==> config.mk <==
export PLATFORM = sky130hd
export DESIGN_NAME = ims_ctrl
export DESIGN_NICKNAME = d
export VERILOG_FILES = /design/src/sv/ims_pkg.sv /design/src/sv/ims_ctrl.sv
export SDC_FILE = /design/constraint.sdc
export NUM_CORES = 1
export LEC_CHECK = 0
export BUFFER_PORTS_ARGS = -buffer_cell sky130_fd_sc_hd__buf_2
export CAP_MARGIN = 20
export CORE_AREA = 2 2 39 41
export CTS_CLUSTER_SIZE = 28
export DETAILED_ROUTE_END_ITERATION = 7
export DIE_AREA = 0 0 41 43
export GPL_ROUTABILITY_DRIVEN = 0
export GPL_TIMING_DRIVEN = 0
export PLACE_DENSITY = 0.66
export SLEW_MARGIN = 5
export SYNTH_ARGS = -nofsm -noshare
export SYNTH_HDL_FRONTEND = slang
export SYNTH_SLANG_ARGS = --single-unit
==> constraint.sdc <==
create_clock -name clk -period 2.1 [get_ports clk]
set_clock_uncertainty 0.05 [all_clocks]
set_input_delay 0.315 -clock clk [delete_from_list [all_inputs] [get_ports clk]]
set_output_delay 0.315 -clock clk [all_outputs]
set_load 0.005 [all_outputs]
==> src/sv/ims_pkg.sv <==
// Shared types and constants of the Ising Metropolis spin update block.
`default_nettype none
package ims_pkg;

  localparam int SIDE_DEF      = 64;
  localparam int ROLL_BITS_DEF = 24;

  localparam int IN_CRD_W    = 6;
  localparam int CRD_W       = 7;
  localparam int SIDE_W      = 7;
  localparam int WEIGHT_W    = 24;
  localparam int ROLL_W      = 24;
  localparam int MAG_W       = 14;
  localparam int LP_W        = 4;
  localparam int CFG_IDX_W   = 3;
  localparam int STEP_W      = 3;
  localparam int IN_TDATA_W  = 40;
  localparam int OUT_TDATA_W = 24;
  localparam int PROD_W      = 2 * WEIGHT_W;

  localparam logic [CFG_IDX_W-1:0] REG_SIDE  = 3'd0;
  localparam logic [CFG_IDX_W-1:0] REG_CW_M4 = 3'd1;
  localparam logic [CFG_IDX_W-1:0] REG_CW_M2 = 3'd2;
  localparam logic [CFG_IDX_W-1:0] REG_CW_Z  = 3'd3;
  localparam logic [CFG_IDX_W-1:0] REG_CW_P2 = 3'd4;
  localparam logic [CFG_IDX_W-1:0] REG_CW_P4 = 3'd5;
  localparam logic [CFG_IDX_W-1:0] REG_FW_DN = 3'd6;
  localparam logic [CFG_IDX_W-1:0] REG_FW_UP = 3'd7;

  localparam logic [SIDE_W-1:0]   SIDE_RST   = 7'd64;
  localparam logic [SIDE_W-1:0]   SIDE_MIN   = 7'd2;
  localparam logic [WEIGHT_W-1:0] WEIGHT_RST = 24'd65536;

  localparam logic [STEP_W-1:0] MOD_LAST  = 3'd5;
  localparam logic [STEP_W-1:0] WRAP_LAST = 3'd3;
  localparam logic [STEP_W-1:0] READ_LAST = 3'd5;

  // neighbour wrap steps
  localparam logic [STEP_W-1:0] WR_UP    = 3'd0;
  localparam logic [STEP_W-1:0] WR_DOWN  = 3'd1;
  localparam logic [STEP_W-1:0] WR_RIGHT = 3'd2;
  localparam logic [STEP_W-1:0] WR_LEFT  = 3'd3;

  // read issue steps
  localparam logic [STEP_W-1:0] RD_CENTER = 3'd0;
  localparam logic [STEP_W-1:0] RD_UP     = 3'd1;
  localparam logic [STEP_W-1:0] RD_DOWN   = 3'd2;
  localparam logic [STEP_W-1:0] RD_LEFT   = 3'd3;
  localparam logic [STEP_W-1:0] RD_RIGHT  = 3'd4;
  localparam logic [STEP_W-1:0] RD_FIRST  = 3'd1;

  localparam logic signed [LP_W-1:0] LP_M4 = -4'sd4;
  localparam logic signed [LP_W-1:0] LP_M2 = -4'sd2;
  localparam logic signed [LP_W-1:0] LP_P2 = 4'sd2;
  localparam logic signed [LP_W-1:0] LP_P4 = 4'sd4;

  typedef enum logic [2:0] {
    ST_IDLE,
    ST_MOD_ROW,
    ST_MOD_COL,
    ST_WRAP,
    ST_READ,
    ST_MUL,
    ST_DECIDE,
    ST_LOAD
  } state_t;

  typedef struct packed {
    logic              in_ready;
    logic              mod_row;
    logic              mod_col;
    logic              wrap;
    logic              rd;
    logic              mul;
    logic              commit_trial;
    logic              commit_load;
    logic [STEP_W-1:0] step;
  } ctrl_t;

  typedef struct packed {
    logic [WEIGHT_W-1:0] cw_m4;
    logic [WEIGHT_W-1:0] cw_m2;
    logic [WEIGHT_W-1:0] cw_z;
    logic [WEIGHT_W-1:0] cw_p2;
    logic [WEIGHT_W-1:0] cw_p4;
    logic [WEIGHT_W-1:0] fw_down;
    logic [WEIGHT_W-1:0] fw_up;
  } weights_t;

endpackage
`default_nettype wire

==> src/sv/ims_ctrl.sv <==
// Sequencer: steps one load or trial through reduction and commit; a trial also wraps, reads and multiplies.
`default_nettype none
module ims_ctrl (
  input  wire logic   clk,
  input  wire logic   rst_n,
  input  wire logic   in_valid,
  input  wire logic   in_op,
  input  wire logic   out_free,
  output ims_pkg::ctrl_t ctrl
);

  ims_pkg::state_t               state_r, state_nxt;
  logic [ims_pkg::STEP_W-1:0]    step_r, step_nxt;
  logic                          op_r, op_nxt;

  always_ff @(posedge clk) begin
    if (!rst_n) begin
      state_r <= ims_pkg::ST_IDLE;
      step_r  <= '0;
      op_r    <= 1'b0;
    end else begin
      state_r <= state_nxt;
      step_r  <= step_nxt;
      op_r    <= op_nxt;
    end
  end

  always_comb begin
    state_nxt = state_r;
    step_nxt  = step_r + 3'd1;
    op_nxt    = op_r;
    case (state_r)
      ims_pkg::ST_IDLE: begin
        step_nxt = '0;
        if (in_valid) begin
          state_nxt = ims_pkg::ST_MOD_ROW;
          op_nxt    = in_op;
        end
      end
      ims_pkg::ST_MOD_ROW: begin
        if (step_r == ims_pkg::MOD_LAST) begin
          state_nxt = ims_pkg::ST_MOD_COL;
          step_nxt  = '0;
        end
      end
      ims_pkg::ST_MOD_COL: begin
        if (step_r == ims_pkg::MOD_LAST) begin
          state_nxt = op_r ? ims_pkg::ST_WRAP : ims_pkg::ST_LOAD;
          step_nxt  = '0;
        end
      end
      ims_pkg::ST_WRAP: begin
        if (step_r == ims_pkg::WRAP_LAST) begin
          state_nxt = ims_pkg::ST_READ;
          step_nxt  = '0;
        end
      end
      ims_pkg::ST_READ: begin
        if (step_r == ims_pkg::READ_LAST) begin
          state_nxt = ims_pkg::ST_MUL;
          step_nxt  = '0;
        end
      end
      ims_pkg::ST_MUL: begin
        state_nxt = ims_pkg::ST_DECIDE;
        step_nxt  = '0;
      end
      ims_pkg::ST_DECIDE, ims_pkg::ST_LOAD: begin
        step_nxt = '0;
        if (out_free) begin
          state_nxt = ims_pkg::ST_IDLE;
        end
      end
      default: begin
        state_nxt = ims_pkg::ST_IDLE;
        step_nxt  = '0;
      end
    endcase
  end

  always_comb begin
    ctrl              = '0;
    ctrl.step         = step_r;
    case (state_r)
      ims_pkg::ST_IDLE:    ctrl.in_ready     = 1'b1;
      ims_pkg::ST_MOD_ROW: ctrl.mod_row      = 1'b1;
      ims_pkg::ST_MOD_COL: ctrl.mod_col      = 1'b1;
      ims_pkg::ST_WRAP:    ctrl.wrap         = 1'b1;
      ims_pkg::ST_READ:    ctrl.rd           = 1'b1;
      ims_pkg::ST_MUL:     ctrl.mul          = 1'b1;
      ims_pkg::ST_DECIDE:  ctrl.commit_trial = out_free;
      ims_pkg::ST_LOAD:    ctrl.commit_load  = out_free;
      default: ;
    endcase
  end

endmodule
`default_nettype wire

* Word level (Yosys, flattened, before mapping)
Cells that the tools add are included.
** Word-level totals
- Flip-flop bits (word level) :: 7
- Latch bits :: 0
- Bits in writable memories :: 0
- ROM bits :: 0
- Input bits :: 5
- Output and inout bits :: 11
- Word-level logic and storage cells :: 44
- Memories kept :: 0
** Cells by class
- $add $sub $neg :: 1
- $mul :: 0
- Divide/modulo/power cells :: 0
- Magnitude comparators :: 0
- Equal/unequal tests :: 15
- Shift-type cells :: 0
- Mux-type cells :: 19
- Bitwise gates (word level) :: 0
- Reductions and logical operators :: 6
** Operators with widths (count)
- 3-bit two-way mux :: 9
- 3-bit case mux with 7 select lines :: 1
- 3-bit == test, second input constant :: 5
- 2-bit inequality test, second input constant :: 6
- 3-bit by 2-bit == test with 1-bit output, second input constant :: 3
- 3-bit case mux with 3 select lines :: 1
- 1-bit two-way mux :: 8
- 6-bit AND reduction :: 1
- 4-bit OR reduction :: 1
- 3-bit by 1-bit adder with 3-bit output, second input constant :: 1
- 3-bit by 1-bit == test with 1-bit output, second input constant :: 1
- 3-bit zero test :: 1
- 3-bit OR reduction :: 1
- 2-bit AND reduction :: 1
- 2-bit OR reduction :: 1

* Longest topological paths before layout
- Depth in word-level cells :: 4
- Gate-level depth with buffers :: 6
- Mapped depth without buffers :: 6

* Worst setup path before layout
OpenSTA, ideal clock, no wires.
- Kind :: register to register
- From :: reg step_r[1] in the netlist's numbering
- To :: reg state_r[0]
- Library setup time :: 120 ps
- Data arrival time :: 1210 ps
- Data required time :: 1930 ps
- Slack :: 720 ps
- Stages on the path, launching flop included :: 7
- Buffers on the path :: 0
- Clock period less this slack :: 1380 ps
- Cell sequence :: dfxtp_1 inv_1 ha_1 a211oi_1 a22oi_1 a21boi_2 mux2i_1
** Between the ends
- Longest elaborated chain between the ends :: 3
- Elaborated cells on any way between the ends :: 7
- Those cells by class :: eq/ne: 6; reduce/logical: 1
** Ends and longest elaborated chain
- start: declaration :: line ims_ctrl.sv:13 : logic [ims_pkg::STEP_W-1:0] step_r, step_nxt;
- start signal: assignment :: line ims_ctrl.sv:23 : step_r <= step_nxt;
- 3-bit by 2-bit == test with 1-bit output / 3-bit == test (equally long branches)
- 2-bit inequality test (no source line)
- 6-bit AND reduction (no source line) (*)
- end signal: assignment :: line ims_ctrl.sv:18 : state_r <= ims_pkg::ST_IDLE;
- end signal: assignment :: line ims_ctrl.sv:22 : state_r <= state_nxt;
- end: declaration :: line ims_ctrl.sv:12 : ims_pkg::state_t state_r, state_nxt;
Mark *: on every way between the ends. The rest lies on a longest branch, timed or not.
A chain may end at the register's enable or synchronous reset.

==> impl_metrics.ini <==
[route]
drt-total-wl_mm = 1.07
route.detailed.drc = 0
dr.pass1.iters = 4
drt_first_iter_violations = 7
wl_per_cell_um = 10.5
vias_per_cell = 5.01
detail-route-antenna-nets = 0
num_vias = 511

[sta]
worst_pin_slew_ps = 301
final_hold_viol_count = 0
drv_slew = 0
finalCritPeriodShare_pct = 79.6
period_minus_slack_ps = 1670
fin_tns_setup_ps = 0
setup_viol = 0
fmax_ghz = 0.598
rsz0062_at_grt = false
relSlewSlack_pct = 79.9
whs_ps = 287

[critical_path]
cp-end-kind = output pin
worstPathMaxFanout = 10
start_kind = flop
worstSetupPathType = reg -> out
worst_ep_required_time_ps = 1740
cp_data_arrival_time_ps = 1310

[place]
port_buffers = 15
placedInstanceArea_um2 = 641
place_hpwl_um = 861

[cells_and_area]
diodes = 0
fillers = 156
area_growth_pct = 22.2
nets = 96
fin_area_um2 = 667
mostFrequentLayoutCells = buf_2 (16), nand2_1 (7), dfxtp_1 (7)
final_common_cell = buf_2
drive_above_1_share_pct = 27.9

[synth]
synth_edf_count = 0
yosys.area_share.simple_pct = 25.5
yosys.area_share.xor_xnor_pct = 1.61
synth_seq_cells = 7
syn-instance-count = 67
yosysSeqAreaShare_pct = 25.7
synthAdderAreaFrac_pct = 9.17
synth_top_flop_cell = dfxtp_1
ys_types = 30
syn_nets = 76
postSynthAreaPerCell_um2 = 8.14
syn_area_um2 = 546
synth_top_family_by_area = simple AND/OR/NAND/NOR gates
ys_warn_count = 0
synthMuxAreaShare_pct = 3.67
synth-compound-area-share_pct = 23.9
async_flop_share_pct = 0

[clock_tree]
cts_resized = 0
numCtsBuffers = 3
clkTransAtPathRegs_ps = 50
cts_setup_buffers = 0
clk_latency_ps = 240
h-tree-depth = 1
clk_path_buf_depth = 2
cts_tree = done
ctsHoldBuffers = 0
clkSinkCount = 7
root_buffer = clkbuf_4

[power]
p_per_area_nw_per_um2 = 1210
swShare_pct = 40.9
p_clk_share_pct = 14.3
max-vdd-ir-drop_mv = 0.506
p_sw_uw = 330
power_frac_comb_pct = 58.8
leakagePower_nw = 0.314
seqPwrFrac_pct = 26.9
internal-power_uw = 475

[floorplan]
core_area_um2 = 1380
die-area_um2 = 1760
die_x_um = 41
start_util_pct = 39.4
io_pins = 16
die_h_um = 43
num_rows = 14

[global_route]
grt_pass1_vias = 437
grt_pass1_wl_mm = 1.73
grt_overflow = 0
grt_max_degree = 11
track_usage_pct = 14.5
antenna_found_initial = 0

[worst_hold_path]
worstHoldPathType = in -> reg

[outcome]
outcome = finished clean

[run]
cap_violations = 0
==> final timing paths <==
| kind | slack (ps) | start | endpoint | depth (start not counted) |
|---|---|---|---|---|
| worst max-delay path | 430 | state_r[1] | ctrl[7] | 4 |
| worst min-delay path | 290 | in_op | op_r | 3 |
| worst max register to register | 600 | step_r[0] | state_r[0] | 5 |
| worst min register to register | 430 | op_r | op_r | 2 |
==> layout make-up <==
cell class	instances	area [um2]	share of cell area, %
well taps	16	20.0	3.00
multi-input cells	51	348	52.2
inverters	5	18.8	2.81
clock buffers	4	26.3	3.94
flip-flops and latches	7	140	21.0
repair buffers	15	75.1	11.3
plain buffers	4	38.8	5.82
==> power by group through the flow <==
| stage | combinational (mW) | sequential [mW] | clock [mW] |
|---|---|---|---|
| 4_1_cts | 0.478 | 0.217 | 0.122 |
| 2_1_floorplan | 0.362 | 0.211 | 0 |
| 5_1_grt | 0.535 | 0.220 | 0.131 |
| 3_3_place_gp | 0.476 | 0.217 | 0 |
| 6_report | 0.473 | 0.216 | 0.115 |
| 3_5_place_dp | 0.476 | 0.219 | 0 |
==> cells by family after synthesis <==
group	Yosys count
muxes	2
xor gates and xnor gates	1
adders and majority gates	4
DFF	7
AOI/OAI and AO/OA	19
and+or+nand+nor	25
buffers and inverters	9
==> per-layer routing <==
metal  GRT usage [%]  vias to the layer above  part of all wire (%)
met5               0                        -                     0
met1            18.5                      228                    49
li1                -                      272                     -
met4            8.00                        0                     0
met3            3.14                        0                   3.4
met2            21.6                       11                    47
==> synth_stat cells, types with 3 or more instances <==
library cell | count | share of area, %
nor2_1 | 4 | 2.8
inv_1 | 5 | 3.4
buf_6 | 3 | 6.2
a21oi_1 | 6 | 5.5
nand2_1 | 7 | 4.8
ha_1 | 4 | 9.2
dfxtp_1 | 7 | 26
==> flip-flops by register name, summed over array words and instances, names as in the netlist <==
name / cells
op_r: 1
state_r: 3
step_r: 3
==> critical path: stages, from the launching register on <==
cell and delay, ps:
dfxtp_1 490, buf_6 190, nand2_1 100, nor2_1 150
buf_2 140
==> metrics by stage <==
step | power [mW] | std cells | setup WS, ps | utilization [%]
3_3_place_gp | 0.693 | 98 | 595 | 46.3
2_1_floorplan | 0.573 | 67 | 720 | -
4_1_cts | 0.816 | 102 | 425 | 48.2
3_5_place_dp | 0.694 | 98 | 598 | 46.3
6_report | 0.805 | 102 | 428 | 48.2
5_1_grt | 0.886 | 102 | 372 | 48.2
No activity file was read; power rests on OpenSTA's default activity.
