===== config.mk =====
export PLATFORM = sky130hd
export DESIGN_NAME = ims_cmpsub
export DESIGN_NICKNAME = d
export VERILOG_FILES = /design/src/sv/ims_pkg.sv /design/src/sv/ims_cmpsub.sv
export SDC_FILE = /design/constraint.sdc
export NUM_CORES = 1
export LEC_CHECK = 0
export ABC_AREA = 0
export BUFFER_PORTS_ARGS = -buffer_cell sky130_fd_sc_hd__buf_4
export CELL_PAD_IN_SITES_DETAIL_PLACEMENT = 1
export CELL_PAD_IN_SITES_GLOBAL_PLACEMENT = 1
export CORE_MARGIN = 2
export CORE_UTILIZATION = 35
export DETAILED_ROUTE_END_ITERATION = 8
export PLACE_DENSITY = 0.81
export SETUP_SLACK_MARGIN = 0.2
export SYNTH_ARGS = -nofsm -noshare
export SYNTH_HDL_FRONTEND = slang
export SYNTH_SLANG_ARGS = --single-unit

===== constraint.sdc =====
create_clock -name vclk -period 3.4
set_clock_uncertainty 0.1 [all_clocks]
set_input_delay 0.68 -clock vclk [all_inputs]
set_output_delay 0.68 -clock vclk [all_outputs]
set_load 0.05 [all_outputs]

===== src/sv/ims_pkg.sv =====
// Shared types and constants of the Ising Metropolis spin update block.
`default_nettype none
package ims_pkg;

  localparam int SIDE_DEF      = 64;
  localparam int ROLL_BITS_DEF = 24;

  localparam int IN_CRD_W    = 6;
  localparam int CRD_W       = 7;
  localparam int SIDE_W      = 7;
  localparam int WEIGHT_W    = 24;
  localparam int ROLL_W      = 24;
  localparam int MAG_W       = 14;
  localparam int LP_W        = 4;
  localparam int CFG_IDX_W   = 3;
  localparam int STEP_W      = 3;
  localparam int IN_TDATA_W  = 40;
  localparam int OUT_TDATA_W = 24;
  localparam int PROD_W      = 2 * WEIGHT_W;

  localparam logic [CFG_IDX_W-1:0] REG_SIDE  = 3'd0;
  localparam logic [CFG_IDX_W-1:0] REG_CW_M4 = 3'd1;
  localparam logic [CFG_IDX_W-1:0] REG_CW_M2 = 3'd2;
  localparam logic [CFG_IDX_W-1:0] REG_CW_Z  = 3'd3;
  localparam logic [CFG_IDX_W-1:0] REG_CW_P2 = 3'd4;
  localparam logic [CFG_IDX_W-1:0] REG_CW_P4 = 3'd5;
  localparam logic [CFG_IDX_W-1:0] REG_FW_DN = 3'd6;
  localparam logic [CFG_IDX_W-1:0] REG_FW_UP = 3'd7;

  localparam logic [SIDE_W-1:0]   SIDE_RST   = 7'd64;
  localparam logic [SIDE_W-1:0]   SIDE_MIN   = 7'd2;
  localparam logic [WEIGHT_W-1:0] WEIGHT_RST = 24'd65536;

  localparam logic [STEP_W-1:0] MOD_LAST  = 3'd5;
  localparam logic [STEP_W-1:0] WRAP_LAST = 3'd3;
  localparam logic [STEP_W-1:0] READ_LAST = 3'd5;

  // neighbour wrap steps
  localparam logic [STEP_W-1:0] WR_UP    = 3'd0;
  localparam logic [STEP_W-1:0] WR_DOWN  = 3'd1;
  localparam logic [STEP_W-1:0] WR_RIGHT = 3'd2;
  localparam logic [STEP_W-1:0] WR_LEFT  = 3'd3;

  // read issue steps
  localparam logic [STEP_W-1:0] RD_CENTER = 3'd0;
  localparam logic [STEP_W-1:0] RD_UP     = 3'd1;
  localparam logic [STEP_W-1:0] RD_DOWN   = 3'd2;
  localparam logic [STEP_W-1:0] RD_LEFT   = 3'd3;
  localparam logic [STEP_W-1:0] RD_RIGHT  = 3'd4;
  localparam logic [STEP_W-1:0] RD_FIRST  = 3'd1;

  localparam logic signed [LP_W-1:0] LP_M4 = -4'sd4;
  localparam logic signed [LP_W-1:0] LP_M2 = -4'sd2;
  localparam logic signed [LP_W-1:0] LP_P2 = 4'sd2;
  localparam logic signed [LP_W-1:0] LP_P4 = 4'sd4;

  typedef enum logic [2:0] {
    ST_IDLE,
    ST_MOD_ROW,
    ST_MOD_COL,
    ST_WRAP,
    ST_READ,
    ST_MUL,
    ST_DECIDE,
    ST_LOAD
  } state_t;

  typedef struct packed {
    logic              in_ready;
    logic              mod_row;
    logic              mod_col;
    logic              wrap;
    logic              rd;
    logic              mul;
    logic              commit_trial;
    logic              commit_load;
    logic [STEP_W-1:0] step;
  } ctrl_t;

  typedef struct packed {
    logic [WEIGHT_W-1:0] cw_m4;
    logic [WEIGHT_W-1:0] cw_m2;
    logic [WEIGHT_W-1:0] cw_z;
    logic [WEIGHT_W-1:0] cw_p2;
    logic [WEIGHT_W-1:0] cw_p4;
    logic [WEIGHT_W-1:0] fw_down;
    logic [WEIGHT_W-1:0] fw_up;
  } weights_t;

endpackage
`default_nettype wire


===== src/sv/ims_cmpsub.sv =====
// Shared compare-subtract unit: reduces a value below twice the side into range.
`default_nettype none
module ims_cmpsub (
  input  wire logic [ims_pkg::CRD_W:0]    a,
  input  wire logic [ims_pkg::SIDE_W-1:0] side,
  output logic      [ims_pkg::CRD_W-1:0]  res
);

  logic [ims_pkg::CRD_W:0] side_x;
  logic [ims_pkg::CRD_W:0] diff;

  assign side_x = {1'b0, side};
  assign diff   = a - side_x;
  assign res    = (a >= side_x) ? diff[ims_pkg::CRD_W-1:0] : a[ims_pkg::CRD_W-1:0];

endmodule
`default_nettype wire


==> Word level (Yosys, flattened, before mapping) <==
Index checks and enable logic that the tools add are counted.
{ "totals": {"word_cells": 3, "out_inout_bits": 7, "regBits": 0} }
{ "classes": {"magnitude_cmp": 1, "addsub": 1, "mux": 1} }
{ "op_table": {"columns": ["op", "count"], "rows": [
  ["8-bit by 7-bit greater-or-equal comparator with 1-bit output", 1],
  ["7-bit two-way mux", 1],
  ["7-bit subtractor", 1]
]} }

==> Logic depth before layout (Yosys ltp) <==
Gate-level depths: netlist of run 1.
{ "depth": {"word_depth": 2, "depth_mapped": 9, "mapped_depth_nobuf": 8} }

==> Least setup slack after synthesis of run 1 <==
Ideal clock, no wire load.
{ "synth_path": {"path_type": "input-to-output", "start": "input a[0] in the netlist's numbering", "end": "output res[0] in the netlist's numbering", "path_buffers": 1, "cell_stages": 9, "arrival_time_ns": 3.005, "setup_slack_ns": -0.385, "required_ns": 2.620, "cell_sequence": "inv_1 > ha_1 > inv_1 > fa_1 > a211oi_2 > o211ai_1 > a311o_1 > buf_6 > mux2i_1"} }
{ "synth_between": {"elab_chain_cells": 2, "elab_cells_between_ends": 3, "classes_between": "add/sub: 1; order compare: 1; mux: 1"} }
{ "synth_rtl": {"columns": ["element", "line_no", "rtl"], "rows": [
  ["start, declared", "ims_cmpsub.sv:4", "input wire logic [ims_pkg::CRD_W:0] a,"],
  ["7-bit subtractor or 8-bit by 7-bit greater-or-equal comparator with 1-bit output (tied branches)", "ims_cmpsub.sv:13, ims_cmpsub.sv:14", null],
  ["7-bit two-way mux *", "ims_cmpsub.sv:14", "assign res = (a >= side_x) ? diff[ims_pkg::CRD_W-1:0] : a[ims_pkg::CRD_W-1:0];"],
  ["end, declared", "ims_cmpsub.sv:6", "output logic [ims_pkg::CRD_W-1:0] res"]
]} }
Mark *: on every way between the ends. The rest lies on a longest branch, timed or not.

==> Worst setup path in the final report of run 1 <==
{ "layout_path": {"start": "input a[0] in the netlist's numbering", "end": "output res[3] in the netlist's numbering"} }
The elaborated chain is that of the path after synthesis.

==> impl_metrics.py, run 1 <==
metrics = {
    "outcome": {
        "status": "finished with violations",
        "violations": "negative setup slack",
    },
    "layout": {
        "stdcell_area_sq_um": 852.1,
        "fin_cells": 108,
        "drive_above_1_share_pct": 49.46,
        "register_area_sq_um": 0,
        "seq_cell_count": 0,
        "final_cell_mix": "buf_4 (23), inv_1 (9), buf_6 (7), ha_1 (6)",
        "antennaDiodeCount": 0,
        "final_common_cell": "buf_4",
        "nets": 118,
        "n_clock_buffer": 0,
        "area_growth_pct": 75.06,
    },
    "detailed_routing": {
        "first_iter_violations": 5,
        "ant_nets": 0,
        "drtPass1Iterations": 4,
        "drc": 0,
        "routedWlPerCell_um": 18.00,
        "viasPerCell": 5.519,
        "vias": 596,
        "routed_wirelength_mm": 1.944,
    },
    "floorplanning": {
        "die_x_um": 41.29,
        "ios": 22,
        "start_util_pct": 37.40,
        "rows": 13,
        "dieArea_sq_mm": 0.001705,
        "core-area_sq_mm": 0.001301,
        "die_y_um": 41.29,
    },
    "job": {
        "max-cap-violations": 0,
    },
    "logic_synthesis": {
        "synth_cell_types": 29,
        "syn_inst": 61,
        "avgSynthCellArea_sq_um": 7.979,
        "ys_seq_area_share_pct": 0,
        "synth_nets": 84,
        "synth_warnings": 0,
        "synth_top_cell_area_share_pct": 17.99,
        "synth_area_sq_um": 486.7,
        "yosysTopAreaCell": "ha_1",
        "yosys-top-cells-area": "ha_1 (18%), mux2_4 (15%), inv_1 (8.5%), nor3b_1 (4.6%), fa_1 (4.1%)",
    },
    "timing": {
        "period_share_pct": 102.8,
        "rsz0062_at_grt": "yes",
        "hold_viol": 0,
        "tightestPinTransition_ps": 409.5,
        "min_period_ps": 3497,
        "fmaxAchievable_mhz": 286.0,
        "setup_viol": 5,
        "final.setup.worst_slack_ps": -96.86,
        "hold_ws_ps": 1630,
        "slew_headroom_pct": 72.00,
        "slew_violations": 0,
    },
    "global_route": {
        "grt_pass1_vias": 619,
        "grt_overflow": 0,
        "antenna_found_initial": 0,
        "grt_pass1_wl_mm": 2.711,
        "grt_max_degree": 10,
        "grt_usage_pct": 23.90,
    },
    "placed_design": {
        "dp_hpwl_mm": 1.248,
        "dp_cells": 103,
        "routabilityCongestion": 0.7937,
        "place_area_sq_um": 760.7,
        "io_buffers": 22,
    },
    "clock_tree": {
        "cts_hold_repair.buffers": 0,
    },
    "worst_hold_path": {
        "hold_class": "input pin to output port",
    },
    "power_and_ir_drop": {
        "ir_drop_mv": 0.1498,
        "power_density_mw_per_mm2": 292.5,
        "p_leak_nw": 0.4282,
    },
    "critical_path": {
        "worst_ep_required_time_ps": 2620,
        "critPathKind": "input pin to output port",
        "arrival_ps": 2720,
        "worstSetupStartpointType": "input pin",
        "crit_path_end_kind": "output port",
        "path_max_fanout": 3,
    },
}
## worst max-delay path, stage by stage
cell,delay [ps]
buf_12,110
inv_16,40
ha_4,120
inv_2,30
fa_2,350
a211oi_2,230
o211ai_1,150
a311o_1,380
buf_6,160
mux2_4,310
buf_6,160
## logic make-up after synthesis
family / Yosys count / share of synthesized area [%]
simple gates: 17 / 20.57
fa+ha+maj: 8 / 22.11
buf+inv: 12 / 10.80
mux: 7 / 19.54
xor+xnor: 2 / 3.600
compound gates: 15 / 23.39
## Yosys cell counts
cell and number:
o211ai_1 1, o21ai_1 1, a21oi_1 1, nor3b_1 3, o21a_2 1, o21ai_0 3
nand2b_1 3, nand3b_1 1, xor2_1 1, a211oi_2 1, a2111oi_0 1, nand3_1 1
nor2_1 5, mux2_4 5, nand4_1 1, xnor2_1 1, ha_1 7, a211oi_1 1
a211o_1 1, a21boi_0 1, a311o_1 1, mux2i_1 2, buf_6 1, or3b_1 1
inv_1 11, fa_1 1, a221o_1 1, a21o_1 1, nor2b_1 2
## repair_timing
item | in CTS | in global routing
setup buffers | 3 | 2
pin swaps | 4 | 0
endpoints found under the setup margin | 7 | 7
resized for setup | 14 | 0
## path summary, 6_finish.rpt
check                 depth (start not counted)      to  slack [ps]  startpoint
worst max-delay path                         11  res[3]        -100        a[0]
worst min-delay path                          3  res[2]        1630        a[2]
## through the flow
stage / setup TNS [ps] / worst slack [ps] / power [mW] / utilization (%)
6_report: -440.9 / -96.86 / 0.2492 / 65.48
2_1_floorplan: 0 / 59.11 / 0.1520 / -
3_5_place_dp: -1360 / -227.8 / 0.2130 / 58.46
4_1_cts: -102.0 / -25.08 / 0.2382 / 64.33
5_1_grt: -887.9 / -163.5 / 0.2618 / 65.48
3_3_place_gp: -1216 / -206.6 / 0.2070 / 58.46
## where the power goes
part | internal (mW) | switching (mW)
combinational | 0.117 | 0.132
clock | 0 | 0
sequential | 0 | 0
total | 0.117 | 0.132
## area by class of cell
class | instances | area [sq um]
fillers | 156 | 449.2
inverters | 11 | 57.56
multi-input cells | 49 | 474.2
well taps | 15 | 18.77
repair buffers | 33 | 301.5
## routing by layer
metal | routed length [um] | up-vias | part of all wire, % | GRT usage (%)
met5 | 0 | - | 0 | 0
met4 | 57 | 0 | 2.9 | 9.677
met3 | 71 | 6 | 3.7 | 1.064
met2 | 1043 | 16 | 54 | 44.53
met1 | 772 | 290 | 40 | 28.16
li1 | - | 284 | - | -
No activity file was read; power rests on OpenSTA's default activity.
==> run 2, diff against run 1 <==
==> constraint.sdc (replaced) <==
create_clock -name vclk -period 3.4
set_clock_uncertainty 0.1 [all_clocks]
set_input_delay 0.17 -clock vclk [all_inputs]
set_output_delay 0.17 -clock vclk [all_outputs]
set_load 0.05 [all_outputs]
==> run 2 against run 1 <==
Sequential share of layout area is the same. Global-route usage fell by 7.7 points. Critical path depth is 1 lower. First-iteration DRC count shrank 80%. Cell count down 10%. Die area unchanged. Critical path type unchanged. Routed wire length shrank 39%. Largest cell class unchanged. Cell area is 23% lower. The run now ends clean. Highest routed layer is now met3. Sequential cell count stayed put. Largest power group unchanged. Utilization fell by 15 points.
==> impl_metrics.py, run 2 (synthesized netlist as in run 1, its figures left out) <==
metrics = {
    "outcome": {
        "status": "finished, final reports clean",
    },
    "floorplanning": {
        "start_util_pct": 37.40,
        "rows": 13,
        "die_x_um": 41.29,
        "ios": 22,
        "dieArea_sq_mm": 0.001705,
        "core-area_sq_mm": 0.001301,
        "die_y_um": 41.29,
    },
    "layout": {
        "nets": 107,
        "drive_above_1_share_pct": 35.37,
        "final_common_cell": "buf_4",
        "area_growth_pct": 35.48,
        "n_clock_buffer": 0,
        "seq_cell_count": 0,
        "register_area_sq_um": 0,
        "final_cell_mix": "buf_4 (22), inv_1 (11), ha_1 (7), nor2_1 (5), mux2_4 (5)",
        "antennaDiodeCount": 0,
        "fin_util_pct": 50.67,
    },
    "clock_tree": {
        "ctsResizeCount": 0,
        "cts_hold_repair.buffers": 0,
        "postCtsSetupRepairBufs": 0,
    },
    "timing": {
        "setup_viol": 0,
        "hold_viol": 0,
        "fin_setup_tns_ps": 0,
        "period_share_pct": 81.75,
        "slew_headroom_pct": 66.16,
        "tightestPinTransition_ps": 507.6,
        "rsz0062_at_grt": "no",
        "fmaxAchievable_mhz": 359.8,
        "min_period_ps": 2779,
        "slew_violations": 0,
    },
    "global_route": {
        "antenna_found_initial": 0,
        "grt_usage_pct": 16.19,
        "grt_pass1_vias": 467,
        "grt_max_degree": 10,
        "grt_pass1_wl_mm": 1.904,
        "grt_overflow": 0,
    },
    "detailed_routing": {
        "viasPerCell": 5.113,
        "routed_wirelength_mm": 1.183,
        "first_iter_violations": 1,
        "drtPass1Iterations": 2,
        "ant_nets": 0,
        "vias": 496,
        "drc": 0,
        "routedWlPerCell_um": 12.20,
    },
    "critical_path": {
        "critPathKind": "input pin to output port",
        "arrival_ps": 2510,
        "crit_path_end_kind": "output port",
        "path_max_fanout": 7,
        "slowest_delay_ps": 500,
        "worst_ep_required_time_ps": 3130,
        "crit_buf_inv": 4,
        "worstSetupStartpointType": "input pin",
        "path_delay_family": "compound AO/OA/AOI/OAI gates",
        "path_cells": "buf_4 -> inv_1 -> ha_1 -> inv_1 -> fa_1 -> a211oi_2 -> o211ai_1 -> a311o_1 -> mux2_4 -> buf_4",
        "slowest_stage": "a311o_1",
    },
    "placed_design": {
        "routabilityCongestion": 0.7822,
        "dp_hpwl_mm": 1.043,
        "io_buffers": 22,
    },
    "worst_hold_path": {
        "hold_class": "input pin to output port",
    },
    "power_and_ir_drop": {
        "p_leak_nw": 0.3558,
        "ir_drop_mv": 0.1058,
        "power_density_mw_per_mm2": 282.8,
    },
    "job": {
        "max-cap-violations": 0,
    },
}
[run 2: cell count changes in the layout (fill, tap and decap cells not counted), sizes merged]
cell	delta
buf	-11
[run 2: through the flow]
| stage | worst slack, ps | std cells | power [mW] | hold slack (ps) | area (sq um) |
|---|---|---|---|---|---|
| after floorplan | 635.3 | 61 | 0.1398 | 463.8 | 486.7 |
| after global placement | 659.3 | 97 | 0.1847 | 632.3 | 659.4 |
| after detailed placement | 590.8 | 97 | 0.1885 | 635.0 | 659.4 |
| after CTS | 588.2 | 97 | 0.1888 | 635.0 | 659.4 |
| after global routing | 471.3 | 97 | 0.2034 | 645.2 | 659.4 |
| final | 620.6 | 97 | 0.1865 | 632.6 | 659.4 |
[run 2: report_power, final]
| part | total, mW | internal (mW) | switching, mW | leakage, nW |
|---|---|---|---|---|
| registers | 0 | 0 | 0 | 0 |
| clock network | 0 | 0 | 0 | 0 |
| logic | 0.186 | 0.0794 | 0.107 | 0.356 |
[run 2: worst paths after layout]
check	start	endpoint	cells past startpoint
worst max-delay path	a[0]	res[2]	10
worst min-delay path	a[5]	res[5]	4
[run 2: layout make-up]
type                       instances  area [sq um]
fill                             176         641.9
timing repair buffer              22         165.2
tap                               15         18.77
inverter                          11         41.29
multi-input combinational         49         434.2
[run 2: per-layer routing]
layer | global-route usage (%) | share of wire [%]
met1 | 18.04 | 42
met2 | 34.77 | 53
met3 | 0.5319 | 4.3
met4 | 0 | 0
met5 | 0 | 0
