<file path="src/sv/ims_pkg.sv">
// Shared types and constants of the Ising Metropolis spin update block.
`default_nettype none
package ims_pkg;

  localparam int SIDE_DEF      = 64;
  localparam int ROLL_BITS_DEF = 24;

  localparam int IN_CRD_W    = 6;
  localparam int CRD_W       = 7;
  localparam int SIDE_W      = 7;
  localparam int WEIGHT_W    = 24;
  localparam int ROLL_W      = 24;
  localparam int MAG_W       = 14;
  localparam int LP_W        = 4;
  localparam int CFG_IDX_W   = 3;
  localparam int STEP_W      = 3;
  localparam int IN_TDATA_W  = 40;
  localparam int OUT_TDATA_W = 24;
  localparam int PROD_W      = 2 * WEIGHT_W;

  localparam logic [CFG_IDX_W-1:0] REG_SIDE  = 3'd0;
  localparam logic [CFG_IDX_W-1:0] REG_CW_M4 = 3'd1;
  localparam logic [CFG_IDX_W-1:0] REG_CW_M2 = 3'd2;
  localparam logic [CFG_IDX_W-1:0] REG_CW_Z  = 3'd3;
  localparam logic [CFG_IDX_W-1:0] REG_CW_P2 = 3'd4;
  localparam logic [CFG_IDX_W-1:0] REG_CW_P4 = 3'd5;
  localparam logic [CFG_IDX_W-1:0] REG_FW_DN = 3'd6;
  localparam logic [CFG_IDX_W-1:0] REG_FW_UP = 3'd7;

  localparam logic [SIDE_W-1:0]   SIDE_RST   = 7'd64;
  localparam logic [SIDE_W-1:0]   SIDE_MIN   = 7'd2;
  localparam logic [WEIGHT_W-1:0] WEIGHT_RST = 24'd65536;

  localparam logic [STEP_W-1:0] MOD_LAST  = 3'd5;
  localparam logic [STEP_W-1:0] WRAP_LAST = 3'd3;
  localparam logic [STEP_W-1:0] READ_LAST = 3'd5;

  // neighbour wrap steps
  localparam logic [STEP_W-1:0] WR_UP    = 3'd0;
  localparam logic [STEP_W-1:0] WR_DOWN  = 3'd1;
  localparam logic [STEP_W-1:0] WR_RIGHT = 3'd2;
  localparam logic [STEP_W-1:0] WR_LEFT  = 3'd3;

  // read issue steps
  localparam logic [STEP_W-1:0] RD_CENTER = 3'd0;
  localparam logic [STEP_W-1:0] RD_UP     = 3'd1;
  localparam logic [STEP_W-1:0] RD_DOWN   = 3'd2;
  localparam logic [STEP_W-1:0] RD_LEFT   = 3'd3;
  localparam logic [STEP_W-1:0] RD_RIGHT  = 3'd4;
  localparam logic [STEP_W-1:0] RD_FIRST  = 3'd1;

  localparam logic signed [LP_W-1:0] LP_M4 = -4'sd4;
  localparam logic signed [LP_W-1:0] LP_M2 = -4'sd2;
  localparam logic signed [LP_W-1:0] LP_P2 = 4'sd2;
  localparam logic signed [LP_W-1:0] LP_P4 = 4'sd4;

  typedef enum logic [2:0] {
    ST_IDLE,
    ST_MOD_ROW,
    ST_MOD_COL,
    ST_WRAP,
    ST_READ,
    ST_MUL,
    ST_DECIDE,
    ST_LOAD
  } state_t;

  typedef struct packed {
    logic              in_ready;
    logic              mod_row;
    logic              mod_col;
    logic              wrap;
    logic              rd;
    logic              mul;
    logic              commit_trial;
    logic              commit_load;
    logic [STEP_W-1:0] step;
  } ctrl_t;

  typedef struct packed {
    logic [WEIGHT_W-1:0] cw_m4;
    logic [WEIGHT_W-1:0] cw_m2;
    logic [WEIGHT_W-1:0] cw_z;
    logic [WEIGHT_W-1:0] cw_p2;
    logic [WEIGHT_W-1:0] cw_p4;
    logic [WEIGHT_W-1:0] fw_down;
    logic [WEIGHT_W-1:0] fw_up;
  } weights_t;

endpackage
`default_nettype wire

</file>
<file path="src/sv/ims_cfg_regs.sv">
// Configuration registers: lattice side with clamping, coupling and field weights.
`default_nettype none
module ims_cfg_regs #(
  parameter int SIDE = ims_pkg::SIDE_DEF
) (
  input  wire logic                             clk,
  input  wire logic                             rst_n,
  input  wire logic                             cfg_valid,
  output logic                                  cfg_ready,
  input  wire logic [ims_pkg::CFG_IDX_W-1:0]    cfg_index,
  input  wire logic [ims_pkg::WEIGHT_W-1:0]     cfg_data,
  output logic      [ims_pkg::SIDE_W-1:0]       side_used,
  output ims_pkg::weights_t                     weights
);

  logic [ims_pkg::SIDE_W-1:0] side_r;
  ims_pkg::weights_t          wts_r;

  assign cfg_ready = 1'b1;

  always_ff @(posedge clk) begin
    if (!rst_n) begin
      side_r        <= ims_pkg::SIDE_RST;
      wts_r.cw_m4   <= ims_pkg::WEIGHT_RST;
      wts_r.cw_m2   <= ims_pkg::WEIGHT_RST;
      wts_r.cw_z    <= ims_pkg::WEIGHT_RST;
      wts_r.cw_p2   <= ims_pkg::WEIGHT_RST;
      wts_r.cw_p4   <= ims_pkg::WEIGHT_RST;
      wts_r.fw_down <= ims_pkg::WEIGHT_RST;
      wts_r.fw_up   <= ims_pkg::WEIGHT_RST;
    end else if (cfg_valid) begin
      case (cfg_index)
        ims_pkg::REG_SIDE:  side_r        <= cfg_data[ims_pkg::SIDE_W-1:0];
        ims_pkg::REG_CW_M4: wts_r.cw_m4   <= cfg_data;
        ims_pkg::REG_CW_M2: wts_r.cw_m2   <= cfg_data;
        ims_pkg::REG_CW_Z:  wts_r.cw_z    <= cfg_data;
        ims_pkg::REG_CW_P2: wts_r.cw_p2   <= cfg_data;
        ims_pkg::REG_CW_P4: wts_r.cw_p4   <= cfg_data;
        ims_pkg::REG_FW_DN: wts_r.fw_down <= cfg_data;
        ims_pkg::REG_FW_UP: wts_r.fw_up   <= cfg_data;
        default: ;
      endcase
    end
  end

  always_comb begin
    if (side_r < ims_pkg::SIDE_MIN) begin
      side_used = ims_pkg::SIDE_MIN;
    end else if (32'(side_r) > SIDE) begin
      side_used = ims_pkg::SIDE_W'(SIDE);
    end else begin
      side_used = side_r;
    end
  end

  assign weights = wts_r;

endmodule
`default_nettype wire

</file>
<file path="config.mk">
export PLATFORM = sky130hd
export DESIGN_NAME = ims_cfg_regs
export DESIGN_NICKNAME = d
export VERILOG_FILES = /design/src/sv/ims_pkg.sv /design/src/sv/ims_cfg_regs.sv
export SDC_FILE = /design/constraint.sdc
export NUM_CORES = 1
export LEC_CHECK = 0
export ABC_AREA = 1
export BUFFER_PORTS_ARGS = -buffer_cell sky130_fd_sc_hd__buf_4
export CORE_MARGIN = 4
export CORE_UTILIZATION = 50
export DETAILED_ROUTE_END_ITERATION = 8
export GPL_TIMING_DRIVEN = 0
export MAX_ROUTING_LAYER = met4
export PLACE_DENSITY = 0.87
export SLEW_MARGIN = 30
export SYNTH_ARGS = -nofsm -noshare
export SYNTH_HDL_FRONTEND = slang
export SYNTH_SLANG_ARGS = --single-unit
</file>
<file path="constraint.sdc">
create_clock -name clk -period 1 [get_ports clk]
set_input_delay 0.05 -clock clk [delete_from_list [all_inputs] [get_ports clk]]
set_output_delay 0.05 -clock clk [all_outputs]
set_load 0.01 [all_outputs]
</file>
# ---- Yosys cells after proc, flatten, opt, wreduce, memory -nomap -nowiden
# Index checks and enable logic that the tools add are counted.
dict set report classes {
  n_lt_le_gt_ge 2
  eq_ne 7
  n_mux 2
  reduce_logical 9
}
# op count
set ops {}
lappend ops {{$reduce_and A2 Y1} 8}
lappend ops {{$mux W7} 2}
lappend ops {{$eq A3 B3 Y1 const B} 4}
lappend ops {{$gt A7 B7 Y1 const B} 1}
lappend ops {{$lt A7 B2 Y1 const B} 1}
lappend ops {{$eq A3 B2 Y1 const B} 2}
lappend ops {{$eq A3 B1 Y1 const B} 1}
lappend ops {{$logic_not A3 Y1} 1}
dict set report word_totals {
  regBits 175
  input_bits 30
  out_inout_bits 176
  wordCells 28
}

# ---- Depth between registers and ports, before layout
# Gate-level depths: netlist of run 1.
dict set report depth {
  ltp_word 3
  ltp_mapped 7
  ltp_nobuf 5
}

# ---- Worst setup path before layout of run 1
# OpenSTA, ideal clock, no wires.
dict set report synth_timing {
  kind {input to register}
  start {in cfg_valid}
  end {reg side_r[0] (netlist name)}
  setup_ns 0.113
  arrival_time_ns 0.774
  required_ns 0.887
  slack_ns 0.113
  path_stages 7
  path_buffers 2
  cell_sequence {inv_1 nor2_2 buf_2 buf_2 nand3_1 nand2_1 nor2_1}
}
dict set report synth_via {
  elab_chain_len 1
}
# item line_no
set synth_lines {}
lappend synth_lines {{start, declared} ims_cfg_regs.sv:8} ;# input wire logic cfg_valid,
lappend synth_lines {{$reduce_and A2 Y1 (no source line)} n/a}
lappend synth_lines {{end signal, assigned} ims_cfg_regs.sv:23} ;# side_r <= ims_pkg::SIDE_RST;
lappend synth_lines {{end signal, assigned} ims_cfg_regs.sv:33} ;# ims_pkg::REG_SIDE: side_r <= cfg_data[ims_pkg::SIDE_W-1:0];
lappend synth_lines {{end, declared} ims_cfg_regs.sv:16} ;# logic [ims_pkg::SIDE_W-1:0] side_r;
# Every way passes these cells.
# A chain may end at the register's enable or synchronous reset.

# ---- Worst setup path after layout of run 1
dict set report layout_timing {
  start {reg side_r[3] (netlist name)}
  end {out side_used[2] (netlist name)}
}
dict set report layout_via {
  elab_chain_len 3
  elab_cells_between_ends 4
  classes_between {order compare (2); mux (2)}
}
# item line_no
set layout_lines {}
lappend layout_lines {{$gt A7 B7 Y1} ims_cfg_regs.sv:49} ;# end else if (32'(side_r) > SIDE) begin
lappend layout_lines {{$mux W7} ims_cfg_regs.sv:49}
lappend layout_lines {{$mux W7 *} ims_cfg_regs.sv:47} ;# if (side_r < ims_pkg::SIDE_MIN) begin
lappend layout_lines {{end, declared} ims_cfg_regs.sv:12} ;# output logic [ims_pkg::SIDE_W-1:0] side_used,
# Mark *: on every way between the ends. The rest lies on a longest branch, timed or not.

==> run_summary.xml, run 1 <==
<?xml version="1.0" encoding="UTF-8"?>
<metrics>
  <group name="die">
    <metric name="placeable_core_region" unit="µm²">13400</metric>
    <metric name="floorplan.die.width" unit="µm">126</metric>
    <metric name="start_util" unit="">0.516</metric>
    <metric name="io_pins" unit="">206</metric>
    <metric name="core.rowCount" unit="">42</metric>
    <metric name="floorplan.die_area" unit="µm²">15800</metric>
    <metric name="floorplan.die.height" unit="µm">126</metric>
  </group>
  <group name="sta">
    <metric name="fin_worst_skew" unit="ns">0</metric>
    <metric name="drv_slew" unit="">0</metric>
    <metric name="max_freq" unit="MHz">729</metric>
    <metric name="final.min_clock_period" unit="ns">1.37</metric>
    <metric name="final_period_util" unit="">1.37</metric>
    <metric name="setup_ws" unit="ns">-0.371</metric>
    <metric name="slew_headroom" unit="">0.619</metric>
    <metric name="worstMarginPinSlew" unit="ns">0.571</metric>
    <metric name="grt_setup_unrepaired" unit="">true</metric>
    <metric name="finalHoldViolations" unit="">0</metric>
    <metric name="final-setup-viol-count" unit="">7</metric>
    <metric name="fin_tns_setup" unit="ns">-2.19</metric>
  </group>
  <group name="synth">
    <metric name="synth_cell_types" unit="">16</metric>
    <metric name="ys_seq_area_frac" unit="">0.507</metric>
    <metric name="flip_flop_and_latch_count_after_synthesis" unit="">175</metric>
    <metric name="synth_cells" unit="">1002</metric>
    <metric name="syn-mean-instance-area" unit="µm²">6.90</metric>
    <metric name="syn-cell-area" unit="µm²">6910</metric>
    <metric name="syn-num-nets" unit="">1032</metric>
    <metric name="yosys_warnings" unit="">0</metric>
  </group>
  <group name="cells_and_area">
    <metric name="synthToLayoutAreaGrowth" unit="%">35.1</metric>
    <metric name="antenna-diode-count" unit="">0</metric>
    <metric name="fin_area" unit="µm²">9340</metric>
    <metric name="final_common_cell" unit="">sky130_fd_sc_hd__nor2_1</metric>
    <metric name="final_cell_mix" unit="">sky130_fd_sc_hd__nor2_1 (339), sky130_fd_sc_hd__nand2_1 (211), sky130_fd_sc_hd__buf_4 (207), sky130_fd_sc_hd__nand3_1 (153), sky130_fd_sc_hd__dfxtp_1 (150)</metric>
    <metric name="num-nets-final" unit="">1259</metric>
    <metric name="post_route_cells_drive_above_1_share" unit="">0.253</metric>
  </group>
  <group name="worst_setup_path">
    <metric name="worst_setup_path_end_kind" unit="">primary output</metric>
    <metric name="worst_stage_delay_on_the_critical_path" unit="ns">0.35</metric>
    <metric name="crit_type" unit="">flip-flop to primary output</metric>
    <metric name="setup.worst_path.start_class" unit="">flip-flop</metric>
    <metric name="cp_data_required_time" unit="ns">0.95</metric>
    <metric name="crit_path_top_delay_cell" unit="">sky130_fd_sc_hd__dfxtp_2</metric>
    <metric name="critical_path.cell_chain" unit="">nor2_4, nand3_4, a21boi_2, buf_4</metric>
    <metric name="cp_max_fo" unit="">3</metric>
    <metric name="critical_path_arrival" unit="ns">1.32</metric>
  </group>
  <group name="status">
    <metric name="violations" unit="">setup timing</metric>
    <metric name="outcome" unit="">finished, violations left</metric>
  </group>
  <group name="clock_network">
    <metric name="htreeDepth" unit="">4</metric>
    <metric name="cts_sinks" unit="">175</metric>
    <metric name="ctsLongestPathBuffers" unit="">2</metric>
    <metric name="clk_root_buffer_cell" unit="">sky130_fd_sc_hd__clkbuf_16</metric>
    <metric name="cts_made_buffers" unit="">17</metric>
    <metric name="clk-insertion-delay-late" unit="ns">0.44</metric>
    <metric name="clock_tree_from_tritoncts" unit="">built</metric>
    <metric name="clk_pin_slew_worst_paths" unit="ns">0.06</metric>
  </group>
  <group name="detailed_routing">
    <metric name="drt.antenna.violating_nets" unit="">0</metric>
    <metric name="totalWireLength" unit="mm">24.1</metric>
    <metric name="firstDrtPassIters" unit="">6</metric>
    <metric name="routed-via-count" unit="">7446</metric>
    <metric name="dr.first_iter.drc_count" unit="">861</metric>
    <metric name="remaining_design_rule_violation_count" unit="">0</metric>
    <metric name="routedWlPerCell" unit="µm">17.0</metric>
    <metric name="vias_per_cell" unit="">5.26</metric>
  </group>
  <group name="global_route">
    <metric name="number_of_global_route_vias_before_repair" unit="">6750</metric>
    <metric name="overflow" unit="">0</metric>
    <metric name="grt_start_max_net_pins" unit="">17</metric>
    <metric name="initial_antenna_violation_count" unit="">0</metric>
    <metric name="grt_first_pass_wirelength" unit="mm">36.2</metric>
    <metric name="track_usage" unit="">0.303</metric>
  </group>
  <group name="placed_design">
    <metric name="io_port_bufs" unit="">203</metric>
    <metric name="place.gp.congestion" unit="">0.884</metric>
    <metric name="dp_worst_setup_slack" unit="ns">-0.468</metric>
    <metric name="hpwl" unit="mm">16.5</metric>
    <metric name="placed_area" unit="µm²">8650</metric>
  </group>
  <group name="pwr">
    <metric name="p_leak" unit="nW">4.43</metric>
    <metric name="power" unit="mW">15.5</metric>
    <metric name="power.density_cell_area" unit="nW/µm²">1660</metric>
    <metric name="ir_drop" unit="mV">1.05</metric>
  </group>
  <group name="flow_run">
    <metric name="cap_violations" unit="">0</metric>
  </group>
  <group name="min_path">
    <metric name="hold_path.class" unit="">input port to flip-flop</metric>
  </group>
</metrics>
## cells in the mapped netlist, drive strengths merged
cell | n | area [µm²]
inv | 32 | 120
conb | 1 | 3.75
dfxtp | 175 | 3500
nand3 | 155 | 776
a21boi | 3 | 22.5
clkbuf | 15 | 56.3
nand2 | 212 | 798
o21ai | 5 | 25.0
buf | 53 | 269
nor2 | 351 | 1340
## repair_timing
item / in CTS / in global routing
pin swaps: 8 / 5
endpoints found under the setup margin: 9 / 31
hold endpoints to repair: 13 / 0
hold buffers: 3 / 0
buffers inserted: 2 / 0
gates resized for setup: 20 / 29
## kinds of logic after synthesis
family | Yosys count | share of synthesized area
AND/OR/NAND/NOR | 718 | 0.421
flip-flops | 175 | 0.507
buffers and inverters | 100 | 0.0645
AO/OA/AOI/OAI | 8 | 0.00688
other | 1 | 0.000543
## state kept, by name, summed over array words and instances (netlist names)
register and cells:
side_r 7, weights 168
## per-layer routing
layer	track usage	share of wire	wire length (µm)	up-vias
met5	-	0	0	-
met4	0.150	0.046	1100	0
met3	0.0930	0.12	2890	93
met2	0.479	0.47	11200	441
met1	0.349	0.37	8840	3353
li1	-	-	-	3559
## critical path, delay by kind of cell, from the launching register on
kind,cells,cell delay [ns]
buffers and inverters,1,0.13
and+or+nand+nor,2,0.27
AOI/OAI and AO/OA,1,0.13
DFF,1,0.35
## metrics by stage
stage	cells	hold slack, ns	util
after CTS	1416	0.0111	0.692
after global routing	1416	0.0368	0.697
after global placement	1381	0.275	0.646
after floorplan	1002	0.163	-
final	1416	0.0229	0.697
after detailed placement	1381	0.294	0.646
## report_power, final
| part | internal, mW | total, mW | switching [mW] |
|---|---|---|---|
| clock | 3.45 | 6.16 | 2.71 |
| sequential | 7.22 | 7.38 | 0.157 |
| combinational | 0.727 | 1.92 | 1.20 |
| total | 11.4 | 15.5 | 4.06 |
## cell type report
cell class | count | area (µm²)
clock buffer | 24 | 462
multi-input combinational | 727 | 3030
clock inverter | 6 | 62.6
inverter | 32 | 124
fill | 1084 | 4070
buffer | 68 | 327
timing repair buffer | 208 | 1580
tap | 176 | 220
sequential | 175 | 3540
## final timing paths
kind                                    from            to  slack, ns  cells past startpoint
worst min register to register  weights[113]  weights[113]       0.48                      2
worst max register to register     side_r[0]     side_r[0]       0.32                      2
worst min-delay path                   rst_n  weights[139]       0.02                      3
worst max-delay path               side_r[3]  side_used[2]      -0.37                      4
(Power assumes the default switching activity.)
==> run 2, diff against run 1 <==
--- a/config.mk
+++ b/config.mk
@@ -11,6 +11,7 @@
 export CORE_UTILIZATION = 50
 export DETAILED_ROUTE_END_ITERATION = 8
 export GPL_TIMING_DRIVEN = 0
+export HOLD_SLACK_MARGIN = 0.1
 export MAX_ROUTING_LAYER = met4
 export PLACE_DENSITY = 0.87
 export SLEW_MARGIN = 30
==> constraint.sdc (replaced) <==
create_clock -name clk -period 1 [get_ports clk]
set_input_delay 0.1 -clock clk [delete_from_list [all_inputs] [get_ports clk]]
set_output_delay 0.1 -clock clk [all_outputs]
set_load 0.01 [all_outputs]
==> run 2 against run 1 <==
Net effect: the flow still finishes with violations (setup timing); critical endpoint is now side_used[4]; first-iteration DRC count rose by 19%; die area stayed put; cell count rose by 0.78%; sequential share of layout area fell by 1.4 points; wire length up 8.9%; critical path depth unchanged; design area increased by 9.0%; worst hold slack better by 0.095 ns; via count increased by 4.7%; count of clock-buffer cells in the layout unchanged; sequential power increased by 1%.
==> run_summary.xml, run 2 (same netlist as run 1, synthesis figures left out) <==
<?xml version="1.0" encoding="UTF-8"?>
<metrics>
  <group name="clock_network">
    <metric name="clk_pin_slew_worst_paths" unit="ns">0.06</metric>
    <metric name="clk_root_buffer_cell" unit="">sky130_fd_sc_hd__clkbuf_16</metric>
    <metric name="clk-insertion-delay-late" unit="ns">0.44</metric>
    <metric name="cts_made_buffers" unit="">17</metric>
    <metric name="clock_tree_from_tritoncts" unit="">built</metric>
    <metric name="htreeDepth" unit="">4</metric>
    <metric name="cts_sinks" unit="">175</metric>
    <metric name="ctsLongestPathBuffers" unit="">2</metric>
  </group>
  <group name="pwr">
    <metric name="p_leak" unit="nW">4.70</metric>
    <metric name="power.density_cell_area" unit="nW/µm²">1550</metric>
    <metric name="power" unit="mW">15.7</metric>
    <metric name="ir_drop" unit="mV">1.13</metric>
  </group>
  <group name="detailed_routing">
    <metric name="dr.first_iter.drc_count" unit="">1024</metric>
    <metric name="vias_per_cell" unit="">5.46</metric>
    <metric name="routedWlPerCell" unit="µm">18.4</metric>
    <metric name="remaining_design_rule_violation_count" unit="">0</metric>
    <metric name="routed-via-count" unit="">7795</metric>
    <metric name="totalWireLength" unit="mm">26.2</metric>
    <metric name="drt.antenna.violating_nets" unit="">0</metric>
    <metric name="firstDrtPassIters" unit="">9</metric>
  </group>
  <group name="worst_setup_path">
    <metric name="cp_data_required_time" unit="ns">0.90</metric>
    <metric name="crit_path_top_delay_cell" unit="">sky130_fd_sc_hd__dfxtp_2</metric>
    <metric name="critical_path_arrival" unit="ns">1.35</metric>
    <metric name="reg2reg_to" unit="">weights[161]</metric>
    <metric name="regToRegSetupSlack" unit="ns">0.23</metric>
    <metric name="worst_setup_path_end_kind" unit="">primary output</metric>
    <metric name="crit_type" unit="">flip-flop to primary output</metric>
    <metric name="r2r.worst_path.cells" unit="">3</metric>
    <metric name="setup.worst_path.start_class" unit="">flip-flop</metric>
    <metric name="critical_path.cell_chain" unit="">nor2_4, nand3_2, a21boi_1, buf_4</metric>
    <metric name="worst_stage_delay_on_the_critical_path" unit="ns">0.35</metric>
    <metric name="r2r_start" unit="">weights[161]</metric>
    <metric name="cp_max_fo" unit="">3</metric>
    <metric name="cp-startpoint" unit="">side_r[4]</metric>
  </group>
  <group name="sta">
    <metric name="drv_slew" unit="">0</metric>
    <metric name="final_period_util" unit="">1.45</metric>
    <metric name="fin_worst_skew" unit="ns">0</metric>
    <metric name="grt_setup_unrepaired" unit="">true</metric>
    <metric name="slew_headroom" unit="">0.625</metric>
    <metric name="final.min_clock_period" unit="ns">1.45</metric>
    <metric name="setup_ws" unit="ns">-0.453</metric>
    <metric name="final-setup-viol-count" unit="">12</metric>
    <metric name="finalHoldViolations" unit="">0</metric>
    <metric name="max_freq" unit="MHz">688</metric>
    <metric name="worstMarginPinSlew" unit="ns">0.563</metric>
  </group>
  <group name="placed_design">
    <metric name="hpwl" unit="mm">16.5</metric>
    <metric name="placed_area" unit="µm²">8650</metric>
    <metric name="place.gp.congestion" unit="">0.884</metric>
    <metric name="io_port_bufs" unit="">203</metric>
  </group>
  <group name="min_path">
    <metric name="hold-path-cell-count" unit="">4</metric>
    <metric name="hold_path.class" unit="">input port to flip-flop</metric>
    <metric name="min_from" unit="">cfg_index[1]</metric>
    <metric name="hold_path_end" unit="">weights[40]</metric>
  </group>
  <group name="cells_and_area">
    <metric name="fin_area" unit="µm²">10200</metric>
    <metric name="antenna-diode-count" unit="">0</metric>
    <metric name="final_common_cell" unit="">sky130_fd_sc_hd__nor2_1</metric>
    <metric name="final_core_util" unit="">0.759</metric>
    <metric name="num-nets-final" unit="">1270</metric>
    <metric name="largest_reg_flops" unit="">168</metric>
    <metric name="synthToLayoutAreaGrowth" unit="%">47.3</metric>
    <metric name="post_route_cells_drive_above_1_share" unit="">0.376</metric>
    <metric name="final_cell_mix" unit="">sky130_fd_sc_hd__nor2_1 (339), sky130_fd_sc_hd__nand2_1 (211), sky130_fd_sc_hd__dfxtp_2 (166), sky130_fd_sc_hd__buf_6 (158), sky130_fd_sc_hd__nand3_1 (154)</metric>
  </group>
  <group name="global_route">
    <metric name="track_usage" unit="">0.305</metric>
    <metric name="grt_start_max_net_pins" unit="">17</metric>
    <metric name="initial_antenna_violation_count" unit="">0</metric>
    <metric name="overflow" unit="">0</metric>
    <metric name="number_of_global_route_vias_before_repair" unit="">6815</metric>
    <metric name="grt_first_pass_wirelength" unit="mm">36.4</metric>
  </group>
  <group name="die">
    <metric name="floorplan.die.height" unit="µm">126</metric>
    <metric name="floorplan.die.width" unit="µm">126</metric>
    <metric name="floorplan.die_area" unit="µm²">15800</metric>
    <metric name="placeable_core_region" unit="µm²">13400</metric>
    <metric name="io_pins" unit="">206</metric>
    <metric name="core.rowCount" unit="">42</metric>
    <metric name="start_util" unit="">0.516</metric>
  </group>
  <group name="status">
    <metric name="violations" unit="">setup timing</metric>
    <metric name="outcome" unit="">finished, violations left</metric>
  </group>
  <group name="flow_run">
    <metric name="cap_violations" unit="">0</metric>
  </group>
</metrics>
[run 2: what timing repair did]
action,4_1_cts,5_1_grt
hold endpoints to repair,23,0
resized for setup,103,259
setup endpoints to repair,85,231
setup buffers,3,10
hold buffers,3,0
pin swaps,8,3
[run 2: through the flow]
step	TNS (ns)	cells	setup WS [ns]	hold WS [ns]
after floorplan	0	1002	0.0628	0.213
after global placement	-38.64	1381	-0.476	0.325
after detailed placement	-42.79	1381	-0.518	0.344
after CTS	-8.98	1417	-0.393	0.121
after global routing	-3.23	1427	-0.483	0.163
final	-2.56	1427	-0.453	0.118
[run 2: area by class of cell]
| cell class | count | area [µm²] |
|---|---|---|
| plain buffers | 68 | 354 |
| clock buffers | 24 | 462 |
| clock inverters | 6 | 62.6 |
| fillers | 936 | 3220 |
| inverters | 32 | 120 |
| multi-input cells | 727 | 3010 |
| flip-flops and latches | 175 | 3720 |
| well taps | 176 | 220 |
| repair buffers | 219 | 2230 |
[run 2: worst max-delay path: cells and delay by family (launching register included)]
kind / cells / cell delay (ns)
buf+inv: 1 / 0.15
simple gates: 2 / 0.25
flops: 1 / 0.35
compound gates: 1 / 0.17
[run 2: worst max-delay path by stage]
stage | to | slack [ns]
2_1_floorplan | side_r[0] | 0.06
3_5_place_dp | side_r[6] | -0.52
6_report | side_used[4] | -0.45
3_3_place_gp | side_r[6] | -0.48
4_1_cts | side_used[2] | -0.39
5_1_grt | side_used[4] | -0.48
[run 2: per-layer routing]
metal | share of wire | routed length (µm) | GRT usage
met5 | 0 | 0 | -
met4 | 0.047 | 1220 | 0.145
met3 | 0.12 | 3030 | 0.0964
met2 | 0.49 | 12800 | 0.491
met1 | 0.35 | 9130 | 0.346
[run 2: where the power goes]
group / switching, mW / leakage, nW / internal [mW]
logic: 1.24 / 2.96 / 0.875
clock network: 2.72 / 0.246 / 3.45
registers: 0.201 / 1.49 / 7.26
